`src/rfu_pkg.sv`:
```
// ----------------------------------------------------------------------------
// rfu_pkg
// Shared types and constants for the ring FIFO with undo of the last push.
// ----------------------------------------------------------------------------
package rfu_pkg;

  // Default geometry
  localparam int unsigned DepthDefault     = 64;
  localparam int unsigned DataWidthDefault = 8;

  // Width of the action code carried on tuser
  localparam int unsigned ActW = 2;

  // Action codes
  typedef enum logic [ActW-1:0] {
    ACT_PUSH   = 2'd0,
    ACT_POP    = 2'd1,
    ACT_REMOVE = 2'd2,
    ACT_CLEAR  = 2'd3
  } action_e;

  // Controller states, one-hot
  typedef enum logic [2:0] {
    S_IDLE = 3'b001,
    S_EXEC = 3'b010,
    S_OUT  = 3'b100
  } state_e;

  // Commands from the controller to the datapath
  typedef struct packed {
    logic latch_in;  // capture the input transaction
    logic exec;      // carry out the captured action
    logic cfg_wr;    // take a new capacity, empty the buffer
  } cmd_t;

endpackage

```
`src/ring_fifo_with_undo_push_core.sv`:
```
// ----------------------------------------------------------------------------
// ring_fifo_with_undo_push_core
// Ring FIFO with a settable capacity, clear, and removal of the newest word.
// ----------------------------------------------------------------------------
// Usage:
//   s_axis carries one action per transaction: tuser holds the action code
//   (push, pop oldest, remove newest, clear) and tdata the word to push.
//   m_axis returns exactly one result per action: the popped word (zero
//   unless a pop succeeded), ok, fill level, full and empty after the action.
//   cfg carries the capacity; a write also empties the buffer. A capacity of
//   zero is taken as one, and one above DEPTH as DEPTH.
// Timing:
//   One action is in flight at a time. It is taken in the idle state, carried
//   out on the next cycle (single storage port, registered read), and its
//   result is shown the cycle after. A new action is not taken until the
//   result of the last one has been accepted.
// Reset:
//   The buffer is empty and the capacity is DEPTH. Storage is not cleared.
// Stall:
//   While m_axis_tready_i is low the result holds and s_axis_tready_o stays
//   low; the next action is taken once the result is accepted.
// ----------------------------------------------------------------------------
module ring_fifo_with_undo_push_core #(
  parameter int unsigned DEPTH      = rfu_pkg::DepthDefault,
  parameter int unsigned DATA_WIDTH = rfu_pkg::DataWidthDefault,
  localparam int unsigned LW        = $clog2(DEPTH + 1),
  localparam int unsigned IN_W      = ((DATA_WIDTH + 7) / 8) * 8,
  localparam int unsigned RES_W     = DATA_WIDTH + LW + 3,
  localparam int unsigned OUT_W     = ((RES_W + 7) / 8) * 8
) (
  input  logic                     clk_i,
  input  logic                     rst_ni,
  // push_data
  input  logic [IN_W-1:0]          s_axis_tdata_i,
  // action
  input  logic [rfu_pkg::ActW-1:0] s_axis_tuser_i,
  input  logic                     s_axis_tvalid_i,
  output logic                     s_axis_tready_o,
  // pop_data, ok, fill_level, is_full, is_empty
  output logic [OUT_W-1:0]         m_axis_tdata_o,
  output logic                     m_axis_tvalid_o,
  input  logic                     m_axis_tready_i,
  // capacity
  input  logic [LW-1:0]            cfg_data_i,
  input  logic                     cfg_valid_i,
  output logic                     cfg_ready_o
);

  rfu_pkg::cmd_t         cmd;
  logic [DATA_WIDTH-1:0] pop_data;
  logic                  ok;
  logic [LW-1:0]         fill_level;
  logic                  is_full;
  logic                  is_empty;
  logic [LW-1:0]         capacity;

  rfu_ctrl u_ctrl (
    .clk_i       (clk_i),
    .rst_ni      (rst_ni),
    .in_valid_i  (s_axis_tvalid_i),
    .in_ready_o  (s_axis_tready_o),
    .cfg_valid_i (cfg_valid_i),
    .cfg_ready_o (cfg_ready_o),
    .out_valid_o (m_axis_tvalid_o),
    .out_ready_i (m_axis_tready_i),
    .cmd_o       (cmd)
  );

  rfu_datapath #(
    .DEPTH      (DEPTH),
    .DATA_WIDTH (DATA_WIDTH)
  ) u_datapath (
    .clk_i        (clk_i),
    .rst_ni       (rst_ni),
    .cmd_i        (cmd),
    .action_i     (s_axis_tuser_i),
    .push_data_i  (s_axis_tdata_i[DATA_WIDTH-1:0]),
    .cfg_data_i   (cfg_data_i),
    .pop_data_o   (pop_data),
    .ok_o         (ok),
    .fill_level_o (fill_level),
    .is_full_o    (is_full),
    .is_empty_o   (is_empty),
    .capacity_o   (capacity)
  );

  // Pack the result, first field lowest
  assign m_axis_tdata_o = OUT_W'({is_empty, is_full, fill_level, ok, pop_data});

  // Full and empty never coincide; the level never passes the capacity
  a_flags_excl: assert property (@(posedge clk_i) disable iff (!rst_ni)
    m_axis_tvalid_o |-> !(is_full && is_empty))
    else $error("full and empty both set");

  a_level_cap: assert property (@(posedge clk_i) disable iff (!rst_ni)
    m_axis_tvalid_o |-> (fill_level <= capacity) && (is_full == (fill_level == capacity)))
    else $error("fill level inconsistent with capacity");

  // One action in flight: no intake while a result is pending
  a_one_flight: assert property (@(posedge clk_i) disable iff (!rst_ni)
    m_axis_tvalid_o |-> !s_axis_tready_o)
    else $error("input ready while a result is pending");

  // An accepted action yields a result once it has passed the execute state
  a_latency: assert property (@(posedge clk_i) disable iff (!rst_ni)
    cmd.latch_in |-> ##2 m_axis_tvalid_o)
    else $error("result not presented after execute");

endmodule

```
`src/rfu_ctrl.sv`:
```
// ----------------------------------------------------------------------------
// rfu_ctrl
// Sequencer: accept one transaction, execute it, present the result.
// ----------------------------------------------------------------------------
module rfu_ctrl (
  input  logic          clk_i,
  input  logic          rst_ni,
  input  logic          in_valid_i,
  output logic          in_ready_o,
  input  logic          cfg_valid_i,
  output logic          cfg_ready_o,
  output logic          out_valid_o,
  input  logic          out_ready_i,
  output rfu_pkg::cmd_t cmd_o
);

  rfu_pkg::state_e state_q, state_d;

  // Configuration takes precedence over a transaction in the idle state
  assign cfg_ready_o = (state_q == rfu_pkg::S_IDLE);
  assign in_ready_o  = (state_q == rfu_pkg::S_IDLE) && !cfg_valid_i;
  assign out_valid_o = (state_q == rfu_pkg::S_OUT);

  assign cmd_o.latch_in = in_valid_i && in_ready_o;
  assign cmd_o.exec     = (state_q == rfu_pkg::S_EXEC);
  assign cmd_o.cfg_wr   = cfg_valid_i && cfg_ready_o;

  // Advance the state
  always_comb begin
    state_d = state_q;
    unique case (state_q)
      rfu_pkg::S_IDLE: begin
        if (cmd_o.latch_in) state_d = rfu_pkg::S_EXEC;
      end
      rfu_pkg::S_EXEC: begin
        state_d = rfu_pkg::S_OUT;
      end
      rfu_pkg::S_OUT: begin
        if (out_ready_i) state_d = rfu_pkg::S_IDLE;
      end
      default: begin
        state_d = rfu_pkg::S_IDLE;
      end
    endcase
  end

  always_ff @(posedge clk_i or negedge rst_ni) begin
    if (!rst_ni) begin
      state_q <= rfu_pkg::S_IDLE;
    end else begin
      state_q <= state_d;
    end
  end

endmodule

```
`src/rfu_datapath.sv`:
```
// ----------------------------------------------------------------------------
// rfu_datapath
// Storage, ring indices, full flag, capacity register and result fields.
// ----------------------------------------------------------------------------
module rfu_datapath #(
  parameter int unsigned DEPTH      = rfu_pkg::DepthDefault,
  parameter int unsigned DATA_WIDTH = rfu_pkg::DataWidthDefault,
  localparam int unsigned IW        = $clog2(DEPTH),
  localparam int unsigned LW        = $clog2(DEPTH + 1)
) (
  input  logic                     clk_i,
  input  logic                     rst_ni,
  input  rfu_pkg::cmd_t            cmd_i,
  input  logic [rfu_pkg::ActW-1:0] action_i,
  input  logic [DATA_WIDTH-1:0]    push_data_i,
  input  logic [LW-1:0]            cfg_data_i,
  output logic [DATA_WIDTH-1:0]    pop_data_o,
  output logic                     ok_o,
  output logic [LW-1:0]            fill_level_o,
  output logic                     is_full_o,
  output logic                     is_empty_o,
  output logic [LW-1:0]            capacity_o
);

  logic [DATA_WIDTH-1:0] mem [DEPTH];

  rfu_pkg::action_e      act_q;
  logic [DATA_WIDTH-1:0] din_q;
  logic [DATA_WIDTH-1:0] rd_data_q;
  logic [IW-1:0]         wr_idx_q, wr_idx_d;
  logic [IW-1:0]         rd_idx_q, rd_idx_d;
  logic                  full_q, full_d;
  logic [LW-1:0]         cap_q, cap_d;
  logic                  ok_q, ok_d;
  logic                  pop_ok_q, pop_ok_d;

  logic                  empty;
  logic [IW-1:0]         wr_next, rd_next, wr_prev;
  logic [LW-1:0]         cfg_clamped;

  // Step an index forward, wrapping at the capacity in use
  function automatic logic [IW-1:0] step_fwd(logic [IW-1:0] idx, logic [LW-1:0] cap);
    logic [LW:0] n;
    n = (LW + 1)'(idx) + 1'b1;
    return (n >= (LW + 1)'(cap)) ? '0 : IW'(n);
  endfunction

  assign empty   = !full_q && (wr_idx_q == rd_idx_q);
  assign wr_next = step_fwd(wr_idx_q, cap_q);
  assign rd_next = step_fwd(rd_idx_q, cap_q);
  assign wr_prev = (wr_idx_q == '0) ? IW'(cap_q - 1'b1) : wr_idx_q - 1'b1;

  // Clamp a written capacity into one to DEPTH
  always_comb begin
    cfg_clamped = cfg_data_i;
    if (cfg_data_i == '0) begin
      cfg_clamped = LW'(1);
    end else if (cfg_data_i > LW'(DEPTH)) begin
      cfg_clamped = LW'(DEPTH);
    end
  end

  // Execute the captured action, or take a new capacity and empty the buffer
  always_comb begin
    wr_idx_d = wr_idx_q;
    rd_idx_d = rd_idx_q;
    full_d   = full_q;
    cap_d    = cap_q;
    ok_d     = ok_q;
    pop_ok_d = pop_ok_q;
    if (cmd_i.cfg_wr) begin
      cap_d    = cfg_clamped;
      wr_idx_d = '0;
      rd_idx_d = '0;
      full_d   = 1'b0;
    end else if (cmd_i.exec) begin
      ok_d     = 1'b0;
      pop_ok_d = 1'b0;
      case (act_q)
        rfu_pkg::ACT_PUSH: begin
          if (!full_q) begin
            wr_idx_d = wr_next;
            full_d   = (wr_next == rd_idx_q);
            ok_d     = 1'b1;
          end
        end
        rfu_pkg::ACT_POP: begin
          if (!empty) begin
            rd_idx_d = rd_next;
            full_d   = 1'b0;
            ok_d     = 1'b1;
            pop_ok_d = 1'b1;
          end
        end
        rfu_pkg::ACT_REMOVE: begin
          if (!empty) begin
            wr_idx_d = wr_prev;
            full_d   = 1'b0;
            ok_d     = 1'b1;
          end
        end
        default: begin
          wr_idx_d = '0;
          rd_idx_d = '0;
          full_d   = 1'b0;
          ok_d     = 1'b1;
        end
      endcase
    end
  end

  // Hold control state
  always_ff @(posedge clk_i or negedge rst_ni) begin
    if (!rst_ni) begin
      wr_idx_q <= '0;
      rd_idx_q <= '0;
      full_q   <= 1'b0;
      cap_q    <= LW'(DEPTH);
      ok_q     <= 1'b0;
      pop_ok_q <= 1'b0;
    end else begin
      wr_idx_q <= wr_idx_d;
      rd_idx_q <= rd_idx_d;
      full_q   <= full_d;
      cap_q    <= cap_d;
      ok_q     <= ok_d;
      pop_ok_q <= pop_ok_d;
    end
  end

  // Capture the input transaction
  always_ff @(posedge clk_i) begin
    if (cmd_i.latch_in) begin
      act_q <= rfu_pkg::action_e'(action_i);
      din_q <= push_data_i;
    end
  end

  // Storage: one write and one registered read per cycle
  always_ff @(posedge clk_i) begin
    if (cmd_i.exec && (act_q == rfu_pkg::ACT_PUSH) && !full_q) begin
      mem[wr_idx_q] <= din_q;
    end
    if (cmd_i.exec && (act_q == rfu_pkg::ACT_POP)) begin
      rd_data_q <= mem[rd_idx_q];
    end
  end

  // Result fields
  always_comb begin
    if (full_q) begin
      fill_level_o = cap_q;
    end else if (wr_idx_q >= rd_idx_q) begin
      fill_level_o = LW'(wr_idx_q) - LW'(rd_idx_q);
    end else begin
      fill_level_o = cap_q - (LW'(rd_idx_q) - LW'(wr_idx_q));
    end
  end

  assign pop_data_o = pop_ok_q ? rd_data_q : '0;
  assign ok_o       = ok_q;
  assign is_full_o  = full_q;
  assign is_empty_o = empty;
  assign capacity_o = cap_q;

endmodule
```
`config.mk`:
```
export PLATFORM = sky130hd
export DESIGN_NAME = ring_fifo_with_undo_push_core
export DESIGN_NICKNAME = d
export VERILOG_FILES = /design/src/rfu_pkg.sv /design/src/ring_fifo_with_undo_push_core.sv /design/src/rfu_ctrl.sv /design/src/rfu_datapath.sv
export SDC_FILE = /design/constraint.sdc
export NUM_CORES = 1
export LEC_CHECK = 0
export ABC_AREA = 1
export BUFFER_PORTS_ARGS = -buffer_cell sky130_fd_sc_hd__buf_2
export CORE_ASPECT_RATIO = 0.6
export CORE_MARGIN = 5
export CORE_UTILIZATION = 50
export DETAILED_ROUTE_END_ITERATION = 16
export PLACE_DENSITY = 0.66
export SLEW_MARGIN = 30
export SYNTH_ARGS = -nofsm -noshare
export SYNTH_HDL_FRONTEND = slang
export SYNTH_SLANG_ARGS = --single-unit
```
`constraint.sdc`:
```
create_clock -name clk_i -period 2.91 [get_ports clk_i]
set_clock_uncertainty 0.1 [all_clocks]
set_input_delay 0.291 -clock clk_i [delete_from_list [all_inputs] [get_ports clk_i]]
set_output_delay 0.291 -clock clk_i [all_outputs]
set_load 0.005 [all_outputs]
```
# Word-level counts from Yosys, hierarchy flattened
# Memories as Yosys holds them, arrays and structs flattened. A register that Yosys moved wholly into a read port is not among the register bits.
# Index checks and enable logic that the tools add are counted.
[word_totals] ff_bits=35 mem_bits_rw=512 inputBits=22 out_inout_bits=27 elab_cells=88 mem_count=1
[mem_list] memory="u_datapath.mem" words=64 word_bits=8 rd=1 rd_ports_with_merged_regs=1 write_ports=1 line="rfu_datapath.sv:25" rtl="logic [DATA_WIDTH-1:0] mem [DEPTH];"
[op_classes] add_sub_neg=7 order_cmp=4 n_eq_ne=15 muxes=31 n_bitwise=1 n_reduce_logical=20
[ops] operator="6-bit 2-to-1 mux" n=10
[ops] operator="7-bit 2-to-1 mux" n=4
[ops] operator="6-bit one-hot mux with 3 select lines" n=1
[ops] operator="6-bit by 1-bit adder with 7-bit output (second input constant)" n=2
[ops] operator="7-bit >= comparator" n=2
[ops] operator="6-bit by 6-bit subtractor with 7-bit output" n=2
[ops] operator="6-bit == test" n=2
[ops] operator="3-bit != test (second input constant)" n=4
[ops] operator="6-bit one-hot mux with 2 select lines" n=1
[ops] operator="6-bit by 1-bit subtractor with 6-bit output (second input constant)" n=2
[ops] operator="1-bit 2-to-1 mux" n=9
[ops] operator="3-bit one-hot mux with 3 select lines" n=1
[ops] operator="8-bit 2-to-1 mux" n=1
[ops] operator="7-bit greater-than comparator (second input constant)" n=1
[ops] operator="1-bit logical AND" n=7
[ops] operator="7-bit logical NOT" n=1
[ops] operator="7-bit subtractor" n=1
[ops] operator="6-bit >= comparator" n=1
[ops] operator="6-bit logical NOT" n=1
[ops] operator="3-bit 2-to-1 mux" n=2
[ops] operator="2-bit AND reduction" n=3
[ops] operator="2-bit by 1-bit != test with 1-bit output (second input constant)" n=2
[ops] operator="2-bit != test (second input constant)" n=2
[ops] operator="1-bit one-hot mux with 2 select lines" n=2
[ops] operator="other kinds (12)" n=14

# Logic depth before layout (Yosys ltp)
# Gate-level depths: netlist of the first run.
[logic_depth] ltp_word=8 ltp_mapped=17 mapped_depth_nobuf=17

# Modules after synthesis
# From an unflattened synthesis of the first run, not the netlist that was laid out.
[hier_totals] cells_unflattened=2070 area_unflattened_um2=24252.0
[by_module_without_submodules] module="rfu_datapath" n_inst=1 cells_per_inst=2035 area_per_inst_um2=23998.0 seq_area_each_um2=16467.0
[by_module_without_submodules] module="rfu_ctrl" n_inst=1 cells_per_inst=25 area_per_inst_um2=182.7 seq_area_each_um2=76.3
[by_module_without_submodules] module="ring_fifo_with_undo_push_core" n_inst=1 cells_per_inst=10 area_per_inst_um2=71.3 seq_area_each_um2=0.0

# Worst setup path after synthesis of the first run
# No wires, ideal clock.
[synth_path] path_type="reg2out" start="register u_datapath.wr_idx_q[1]" end="output port m_axis_tdata_o[15]" arrival_time_ps=2222 t_required_ps=2519 path_slack_ps=297 path_stages_with_launch=12 n_path_buf=0 path_cell_list="dfrtp_1 inv_1 fa_1 fa_1 o21ai_0 nand2_1 nand2_1 nand2_1 nand3_1 nand3_1 nand2_1 o21ai_0"
[synth_via] elab_chain_len=4 elab_cells_between_ends=6 cone_classes="add/sub: 3; order compare: 1; mux: 2"
[synth_lines] item="start, declared" line="rfu_datapath.sv:30" rtl="logic [IW-1:0] wr_idx_q, wr_idx_d;"
[synth_lines] item="start signal, assigned" line="rfu_datapath.sv:122" rtl="wr_idx_q <= wr_idx_d;"
[synth_lines] item="6-bit by 6-bit subtractor with 7-bit output" line="rfu_datapath.sv:156" rtl="fill_level_o = cap_q - (LW'(rd_idx_q) - LW'(wr_idx_q));"
[synth_lines] item="7-bit subtractor" line="rfu_datapath.sv:156"
[synth_lines] item="7-bit 2-to-1 mux (*)" line="rfu_datapath.sv:153" rtl="end else if (wr_idx_q >= rd_idx_q) begin"
[synth_lines] item="7-bit 2-to-1 mux (*)" line="rfu_datapath.sv:151" rtl="if (full_q) begin"
[synth_lines] item="end, declared" line="ring_fifo_with_undo_push_core.sv:40" rtl="output logic [OUT_W-1:0] m_axis_tdata_o,"
# Every way passes the cells marked *; elsewhere a longest branch is shown, timed or not.

# Final worst setup path of the first run
[layout_path] start="register u_datapath.cap_q[3] (netlist: u_datapath.capacity_o[3])" end="output port m_axis_tdata_o[13]"
[layout_via] elab_chain_len=3
[layout_lines] item="start, declared" line="rfu_datapath.sv:33" rtl="logic [LW-1:0] cap_q, cap_d;"
[layout_lines] item="start signal, assigned" line="rfu_datapath.sv:118" rtl="cap_q <= LW'(DEPTH);"
[layout_lines] item="start signal, assigned" line="rfu_datapath.sv:125" rtl="cap_q <= cap_d;"
[layout_lines] item="7-bit subtractor" line="rfu_datapath.sv:156"
[layout_lines] item="7-bit 2-to-1 mux" line="rfu_datapath.sv:153"
[layout_lines] item="7-bit 2-to-1 mux" line="rfu_datapath.sv:151"
# Every way passes these cells.

==> results list, run 1 <==
* Average wire per cell in the routed design: 22.8 um
- Placement Rows: 62
* CP cell instances: inv_2, fa_1, inv_2, ha_4, a21oi_4, o21ai_4, buf_4, xnor2_2, a21oi_1, o21ai_1, o21ai_1, buf_2
- Vias in the first global route: 16,296
- Proportion of synthesized chip area in sequential cells: 0.687
* Setup ws final: -0.342 ns
- Final Hold Viols: 0
- The average instance in the mapped netlist occupies 11.6 um^2.
- In this run the number of cells on the critical path is 12.
* Buffers plus inverters on the worst setup path: 4
* Arrival time worst endpoint: 2.86 ns
- Design area: 28,300 um^2
* Async set or reset register ratio after synthesis: 0.0450
- Port buffering added 42 buffers.
* First drt pass iteration count: 8
* Switching Fraction: 0.331
* Total of endpoints with negative setup slack in the final report: 5
* Gate power share: 0.332
- TritonCTS built the clock tree.
- For the worst-skew pair, the clock arrives at the later sink with an insertion delay of 0.57 ns.
- The number of antenna violations at the first check in global routing came to 0.
- Including well taps, the total number of placed cells is 2,795.
- The initial utilization of the core area, before any placement, comes to 0.505.
* Synthesized area: 24,100 um^2
- The worst-case IR drop observed on VDD is 0.507 mV.
- The placed instances occupy a cell area of 25,800 um^2.
- Final standard cell count with taps included and fillers excluded: 2,933
* Cell chosen for the clock root: sky130_fd_sc_hd__clkbuf_16
* Data required, critical path: 2.52 ns
- Using the TritonRoute via totals, the vias-per-cell ratio works out to 5.76.
* Critical Path Sink Type: primary output
- Clock transition at path regs: 0.07 ns
- Setup repair after global routing could not meet its margin everywhere.
* Post-synth top flop: sky130_fd_sc_hd__edfxtp_1
- Pre-CTS setup slack: -0.122 ns
* Peak Freq: 308 MHz
- For this run, the slowest stage of the critical path takes 0.58 ns.
- Total power density per cell area: 831 nW/um^2
- The core region is 47,700 um^2.
- Vias after detailed routing: 16,898
* Remaining design rule violation count: 0
* Worst Setup Start Kind: flip-flop
* CTS Sinks: 555
* Accumulated negative setup slack: -1.29 ns
- Of the cells placed in the final design, the portion with a size suffix greater than 1 is 0.159.
- The flow ran to the end, but the final reports show violations.
* Global placement routability congestion: 0.968
* Number of buffers created by CTS: 49
- The wire-length estimate of the detail-placed layout is 40,700 um.
- Actual slew at the worst max-slew pin: 0.840 ns
- Antenna fix cells: 0
- Relative max-transition margin: 0.440
* Die Outline Area: 52,800 um^2
- Delay-heaviest family, CP: adder cells
- Once detail routing completed, the nets flagged for antenna violations numbered 0.
- Fill cells in the final layout number 3,796.
- Slew Viols, Final: 0
- Area growth from synthesis to layout: 17.4%
* Total track usage: 0.249
* Clock H-tree levels: 2
- The checks that failed: setup timing.
- Yosys printed 0 warnings.
- Grt total ovfl: 0
- Startpoint-to-endpoint class of the critical path: reg2out
- Max-cap violations in this run came to 0.
- Final period utilization: 1.12
* Wire length of the first global-routing pass: 101,000 um
* Net load switching power: 7780 uW
- Number of cells traversed by the worst register-to-register path: 18
* Hold Path Depth: 2
- In this run the vertical extent of the chip is 180 um.
- Maximum number of pins on one net before global-route repair: 77
* Fin crit period: 3.25 ns
- Slowest-stage cell, CP: sky130_fd_sc_hd__fa_1
- In the final design database the tool counted 2,322 nets.
- Of all nets on the critical path, the largest fanout is 3.
- The internal portion of the total power is 15,700 uW.
- 49 I/O pins were placed.
- P_leak: 0.0105 uW
* Number of standard cells after synthesis: 2,073
- In this run, distinct cell masters in the synthesized netlist total 46.
- Number of flops mapped to enable cells by yosys: 530
- The synthesized design contains 555 register bits.
* Sequential fraction of design power: 0.389
- Proportion of power drawn by the clock network: 0.279
- Maximum number of buffers from clock root to sink: 3
- Worst hold-check path type: in2reg
- The die is 293 um wide.
* Total Routed Length: 67,000 um
- Number of DRC markers in iteration 0: 2,312
[sequential cells by signal, indices dropped and copies added, names as in the netlist]
register / count
u_datapath.mem: 512
u_datapath.din_q: 8
u_datapath.rd_data_q: 8
u_datapath.capacity_o: 7
u_datapath.rd_idx_q: 6
u_datapath.wr_idx_q: 6
u_ctrl.state_q: 3
u_datapath.act_q: 2
u_datapath.is_full_o: 1
u_datapath.ok_o: 1
u_datapath.pop_ok_q: 1
[worst reg2reg max path: cells and delay by family (launching register included)]
kind / cells / cell delay [ns]
compound gates: 2 / 0.47
buf+inv: 3 / 0.36
fa+ha+maj: 2 / 0.39
simple gates: 11 / 1.04
flops: 1 / 0.40
[cells by family after synthesis]
logic type | count (synthesis) | share of synthesized area
and+or+nand+nor | 796 | 0.132
muxes | 56 | 0.0233
buffers and inverters | 205 | 0.0393
adders and majority gates | 42 | 0.0240
xor gates and xnor gates | 11 | 0.00400
other | 1 | 0.000156
AOI/OAI and AO/OA | 407 | 0.0902
DFF | 555 | 0.687
[worst paths after layout]
| path | from | slack (ns) | to |
|---|---|---|---|
| hold reg to reg | u_datapath.din_q[3] | 0.39 | u_datapath.mem[60][3] |
| setup reg to reg | u_datapath.wr_idx_q[1] | 0.07 | u_datapath.is_full_o |
| setup / recovery | u_datapath.capacity_o[3] | -0.34 | m_axis_tdata_o[13] |
| hold / removal | s_axis_tvalid_i | 0.07 | u_datapath.act_q[1] |
| min in group asynchronous | rst_ni | 0.19 | u_datapath.capacity_o[4] |
| max in group asynchronous | rst_ni | 2.02 | u_datapath.rd_idx_q[0] |
[metrics by stage]
stage | total power, uW | hold slack [ns] | util
finish | 23500 | 0.0727 | 0.593
global route | 24600 | 0.0814 | 0.593
CTS | 22700 | 0.0612 | 0.586
detailed placement | 15600 | 0.247 | 0.540
global placement | 15500 | 0.248 | 0.540
floorplan | 13300 | -0.105 | -
[what timing repair did]
action	CTS	global route
buffers inserted	12	13
hold endpoints to repair	43	0
setup endpoints to repair	9	121
hold buffers	26	0
cloned	2	1
pin swaps	10	17
gates resized for setup	53	57
[final cells by class]
class,count,area [um^2],share of cell area
flip-flops and latches,555,16600,0.585
multi-input cells,1319,6960,0.246
repair buffers,240,2010,0.0712
clock buffers,63,1320,0.0467
well taps,640,801,0.0283
inverters,93,373,0.0132
clock inverters,23,264,0.00933
[cell usage after synthesis, types with 2 or more instances]
library cell               count  share of area
sky130_fd_sc_hd__a21boi_0      8         0.0025
sky130_fd_sc_hd__a21oi_1      92          0.019
sky130_fd_sc_hd__a31oi_1       3        0.00078
sky130_fd_sc_hd__buf_1         3        0.00047
sky130_fd_sc_hd__buf_2        47         0.0098
sky130_fd_sc_hd__buf_4        15         0.0047
sky130_fd_sc_hd__buf_6         8         0.0037
sky130_fd_sc_hd__clkbuf_1     39         0.0061
sky130_fd_sc_hd__dfrtp_1      23          0.024
sky130_fd_sc_hd__dfstp_2       2         0.0022
sky130_fd_sc_hd__edfxtp_1    530           0.66
sky130_fd_sc_hd__fa_1          7         0.0058
sky130_fd_sc_hd__ha_1         35          0.018
sky130_fd_sc_hd__inv_1        89          0.014
sky130_fd_sc_hd__inv_2         2        0.00031
sky130_fd_sc_hd__mux2i_1      56          0.023
sky130_fd_sc_hd__nand2_1     415          0.065
sky130_fd_sc_hd__nand2_2       2        0.00052
sky130_fd_sc_hd__nand3_1      61          0.013
sky130_fd_sc_hd__nand3_2       2        0.00083
sky130_fd_sc_hd__nand4_1      11         0.0029
sky130_fd_sc_hd__nor2_1      286          0.045
sky130_fd_sc_hd__nor2_4        4         0.0019
sky130_fd_sc_hd__nor3_1        5         0.0010
sky130_fd_sc_hd__nor3_2        2        0.00083
sky130_fd_sc_hd__nor3b_1       2        0.00062
sky130_fd_sc_hd__o21ai_0     192          0.040
sky130_fd_sc_hd__o21ai_1      32         0.0066
sky130_fd_sc_hd__o22ai_1      74          0.019
sky130_fd_sc_hd__xnor2_1       3         0.0011
sky130_fd_sc_hd__xor2_1        8         0.0029
[per-layer routing]
layer	share of wire	wire (um)	global-route usage	up-vias
met5	0	0	0	-
met4	0.019	1260	0.0473	0
met3	0.11	7700	0.0759	113
met2	0.42	27800	0.349	865
met1	0.45	30200	0.387	8251
li1	-	-	-	7669
[cells in the final DEF, fill, tap and decap left out, types with 8 or more instances in the layout]
cell type,netlist,final
sky130_fd_sc_hd__mux2i_1,56,56
sky130_fd_sc_hd__buf_4,15,143
sky130_fd_sc_hd__clkbuf_1,39,12
sky130_fd_sc_hd__buf_6,8,15
sky130_fd_sc_hd__edfxtp_1,530,530
sky130_fd_sc_hd__clkinv_1,1,10
sky130_fd_sc_hd__nand2_1,415,405
sky130_fd_sc_hd__nand2_2,2,10
sky130_fd_sc_hd__ha_4,0,12
sky130_fd_sc_hd__dfrtp_1,23,16
sky130_fd_sc_hd__nand4_1,11,11
sky130_fd_sc_hd__dlygate4sd3_1,0,26
sky130_fd_sc_hd__nand3_2,2,9
sky130_fd_sc_hd__o21ai_0,192,181
sky130_fd_sc_hd__nand3_1,61,54
sky130_fd_sc_hd__o21ai_1,32,42
sky130_fd_sc_hd__nor2_1,286,283
sky130_fd_sc_hd__a21oi_1,92,88
sky130_fd_sc_hd__o22ai_1,74,74
sky130_fd_sc_hd__inv_1,89,75
sky130_fd_sc_hd__inv_2,2,11
sky130_fd_sc_hd__buf_2,47,42
sky130_fd_sc_hd__buf_12,0,11
sky130_fd_sc_hd__a21boi_0,8,8
sky130_fd_sc_hd__clkbuf_16,0,51
sky130_fd_sc_hd__ha_1,35,23
[power by group through the flow]
| stage | sequential (uW) | combinational, uW | clock, uW |
|---|---|---|---|
| 6_report | 9140 | 7800 | 6570 |
| 3_3_place_gp | 9290 | 6230 | 0 |
| 2_1_floorplan | 9360 | 3890 | 0 |
| 5_1_grt | 9150 | 8480 | 6990 |
| 4_1_cts | 9130 | 6960 | 6650 |
| 3_5_place_dp | 9300 | 6280 | 0 |
Note: power is estimated with default switching activity, not from simulation.
==> run 2: changes to the inputs <==
- BUFFER_PORTS_ARGS: -buffer_cell sky130_fd_sc_hd__buf_2 -> unset
- DONT_BUFFER_PORTS: unset -> 1
- PLACE_DENSITY: 0.66 -> 0.65
==> run 2 against run 1 <==
Net effect: the run still ends with setup timing left; setup slack better by 0.11 ns; fmax up 3.7%; critical path depth down 1; cell area down 2.3%.
==> results list, run 2 (same netlist as run 1, synthesis figures left out) <==
- Peak Freq: 319 MHz (was 308 MHz)
- The post-placement setup slack came to 0.130 ns (was -0.122 ns).
- The area of the core is 47,700 um^2 (unchanged).
- Startpoint-to-endpoint class of the critical path: reg2out (unchanged)
- Skew-Pair Late Insertion Delay: 0.58 ns (was 0.57 ns)
* Effective utilization at floorplan: 0.505 (unchanged)
- The total power draw came to 22,400 uW (was 23,500 uW).
- Maximum number of pins on one net before global-route repair: 91 (was 77)
- The area overhead of the layout relative to synthesis is 14.7% (was 17.4%).
- Average wire per cell in the routed design: 23.2 um (was 22.8 um)
- The floorplan die area was 52,800 um^2 (unchanged).
* Total track usage: 0.248 (was 0.249)
- The count of pins over their slew limit was 0 (unchanged).
- Worst hold-check path type: in2reg (unchanged)
- TritonCTS clock tree: built (unchanged)
- Cell chosen for the clock root: sky130_fd_sc_hd__clkbuf_16 (unchanged)
- Final standard cell count with taps included and fillers excluded: 2,870 (was 2,933)
- RSZ-0062 raised after global routing: true (unchanged)
* Largest register FFs: 512 (unchanged)
- Initial antenna violation count: 2 (was 0)
* Actual slew at the worst max-slew pin: 0.920 ns (was 0.840 ns)
- Commonest cells after routing, fill and taps aside: sky130_fd_sc_hd__edfxtp_1, sky130_fd_sc_hd__nand2_1, sky130_fd_sc_hd__nor2_1 (unchanged)
* Ratio of cells with drive above 1 in the final layout: 0.128 (was 0.159)
* Cell count after placement: 2,737 (was 2,795)
* Total area of sequential cells: 16,600 um^2 (about the same)
- Hold WS: 0.0446 ns (was 0.0727 ns)
- The last weighted congestion value of the routability-driven placer is 0.968 (about the same).
- The y dimension of the die is 180 um (unchanged).
- The number of global-route vias before repair is 15,759 (was 16,296).
- The total I/O pin count was 49 (unchanged).
* Total of endpoints with negative setup slack in the final report: 5 (unchanged)
* Number of DRC markers in iteration 0: 2,227 (was 2,312)
- The count of nets after finishing came to 2,257 (was 2,322).
- Violated checks: setup timing (unchanged)
- Grt total ovfl: 0 (unchanged)
- The total vias in the final route was 16,606 (was 16,898).
- The worst-case clock buffer depth came to 3 (unchanged).
* First drt pass iteration count: 6 (was 8)
- Vias per inst: 5.79 (was 5.76)
- Arrival time worst endpoint: 2.75 ns (was 2.86 ns)
- Critical Path Sink Type: primary output (unchanged)
- The clock-pin slew on the worst setup and hold paths was 0.07 ns (about the same).
- Number of port buffers: 0 (was 42)
- Result of the run: finished with violations (unchanged)
- Worst Setup Start Kind: flip-flop (unchanged)
- Total power density per cell area: 812 nW/um^2 (was 831 nW/um^2)
- Fin crit period: 3.14 ns (was 3.25 ns)
- The remaining number of nets flagged by the antenna check after routing is 0 (unchanged).
- The count of final hold-check violations came to 0 (unchanged).
* Multi-input gate area in the final layout: 6870 um^2 (was 6960 um^2)
- Most common library cell in the layout ignoring fill and taps: sky130_fd_sc_hd__edfxtp_1 (unchanged)
- CTS Sinks: 555 (unchanged)
- Detailed placer's ending HPWL: 40,900 um (was 40,700 um)
- Hold Path Depth: 1 (was 2)
* Setup ws final: -0.227 ns (was -0.342 ns)
* Largest registers: u_datapath.mem x512, u_datapath.din_q x8, u_datapath.rd_data_q x8 (unchanged)
- Relative max-transition margin: 0.387 (was 0.440)
- The worst reg2reg path depth was 15 (was 18).
- # Max-Cap Violations: 0 (unchanged)
* P_leak: 0.0101 uW (was 0.0105 uW)
- The required time of the critical path was 2.52 ns (about the same).
* Worst ir drop on vdd: 0.543 mV (was 0.507 mV)
- Die width: 293 um (unchanged)
* Total Routed Length: 66,600 um (was 67,000 um)
- The number of core rows was 62 (unchanged).
- The register with the most flip-flops was u_datapath.mem (unchanged).
* Clock H-tree levels: 2 (unchanged)
- Fill cell total of the finished layout: 3,857 (was 3,796)
- The largest driver fanout on the critical path is 4 (was 3).
* Wire length of the first global-routing pass: 99,800 um (was 101,000 um)
- The DRC violation count after routing was 0 (unchanged).
- Number of buffers created by CTS: 49 (unchanged)
* Final period utilization: 1.08 (was 1.12)
==> run 2: worst max-delay path, cell delays in order, from the launching register on <==
cell	delay, ns
sky130_fd_sc_hd__dfrtp_1	0.37
sky130_fd_sc_hd__inv_2	0.06
sky130_fd_sc_hd__fa_1	0.58
sky130_fd_sc_hd__inv_2	0.07
sky130_fd_sc_hd__ha_4	0.27
sky130_fd_sc_hd__a21oi_4	0.16
sky130_fd_sc_hd__nand2_2	0.09
sky130_fd_sc_hd__buf_6	0.13
sky130_fd_sc_hd__xnor2_4	0.12
sky130_fd_sc_hd__a21oi_2	0.12
sky130_fd_sc_hd__o21ai_1	0.07
sky130_fd_sc_hd__o21ai_1	0.13
==> run 2: area by class of cell <==
type	count	share of cell area
antenna	1	0.0000906
clock buffer	60	0.0467
clock inverter	27	0.00670
inverter	93	0.0128
multi-input combinational	1318	0.249
sequential	555	0.599
tap	640	0.0290
timing repair buffer	176	0.0567
==> run 2: timing repair <==
| item | in CTS | in global routing |
|---|---|---|
| pin swaps | 9 | 19 |
| endpoints found under the setup margin | 8 | 19 |
| hold buffers | 28 | 0 |
| resized for setup | 33 | 36 |
| hold endpoints to repair | 55 | 0 |
| buffers inserted | 7 | 9 |
| cloned | 1 | 0 |
==> run 2: per-layer routing <==
layer	part of all wire	track usage	vias up	wire length (um)
li1	-	-	7527	-
met1	0.46	0.413	8030	30500
met2	0.40	0.326	961	26600
met3	0.13	0.0724	88	8480
met4	0.016	0.0388	0	1090
met5	0	0	-	0
==> run 2: where the power goes <==
part           internal, uW  leakage (uW)  switching, uW  total (uW)
registers              8990       0.00509            119        9110
clock network          3320      0.000721           2840        6160
logic                  2520       0.00427           4630        7160
==> run 2: worst paths after layout <==
check,start,to,slack (ns)
hold reg to reg,u_datapath.din_q[4],u_datapath.mem[26][4],0.36
max in group asynchronous,rst_ni,u_ctrl.state_q[0],2.38
setup reg to reg,u_datapath.wr_idx_q[1],u_datapath.wr_idx_q[1],0.14
hold / removal,s_axis_tvalid_i,u_datapath.act_q[1],0.04
setup / recovery,u_datapath.capacity_o[2],m_axis_tdata_o[12],-0.23
min in group asynchronous,rst_ni,u_datapath.pop_ok_q,0.06
==> run 2: stage by stage <==
step	setup TNS, ns	cell area [um^2]	utilization
3_3_place_gp	0	25400	0.533
6_report	-0.980	27600	0.579
4_1_cts	-0.822	27400	0.574
3_5_place_dp	0	25400	0.533
2_1_floorplan	0	24100	-
5_1_grt	-1.91	27600	0.579
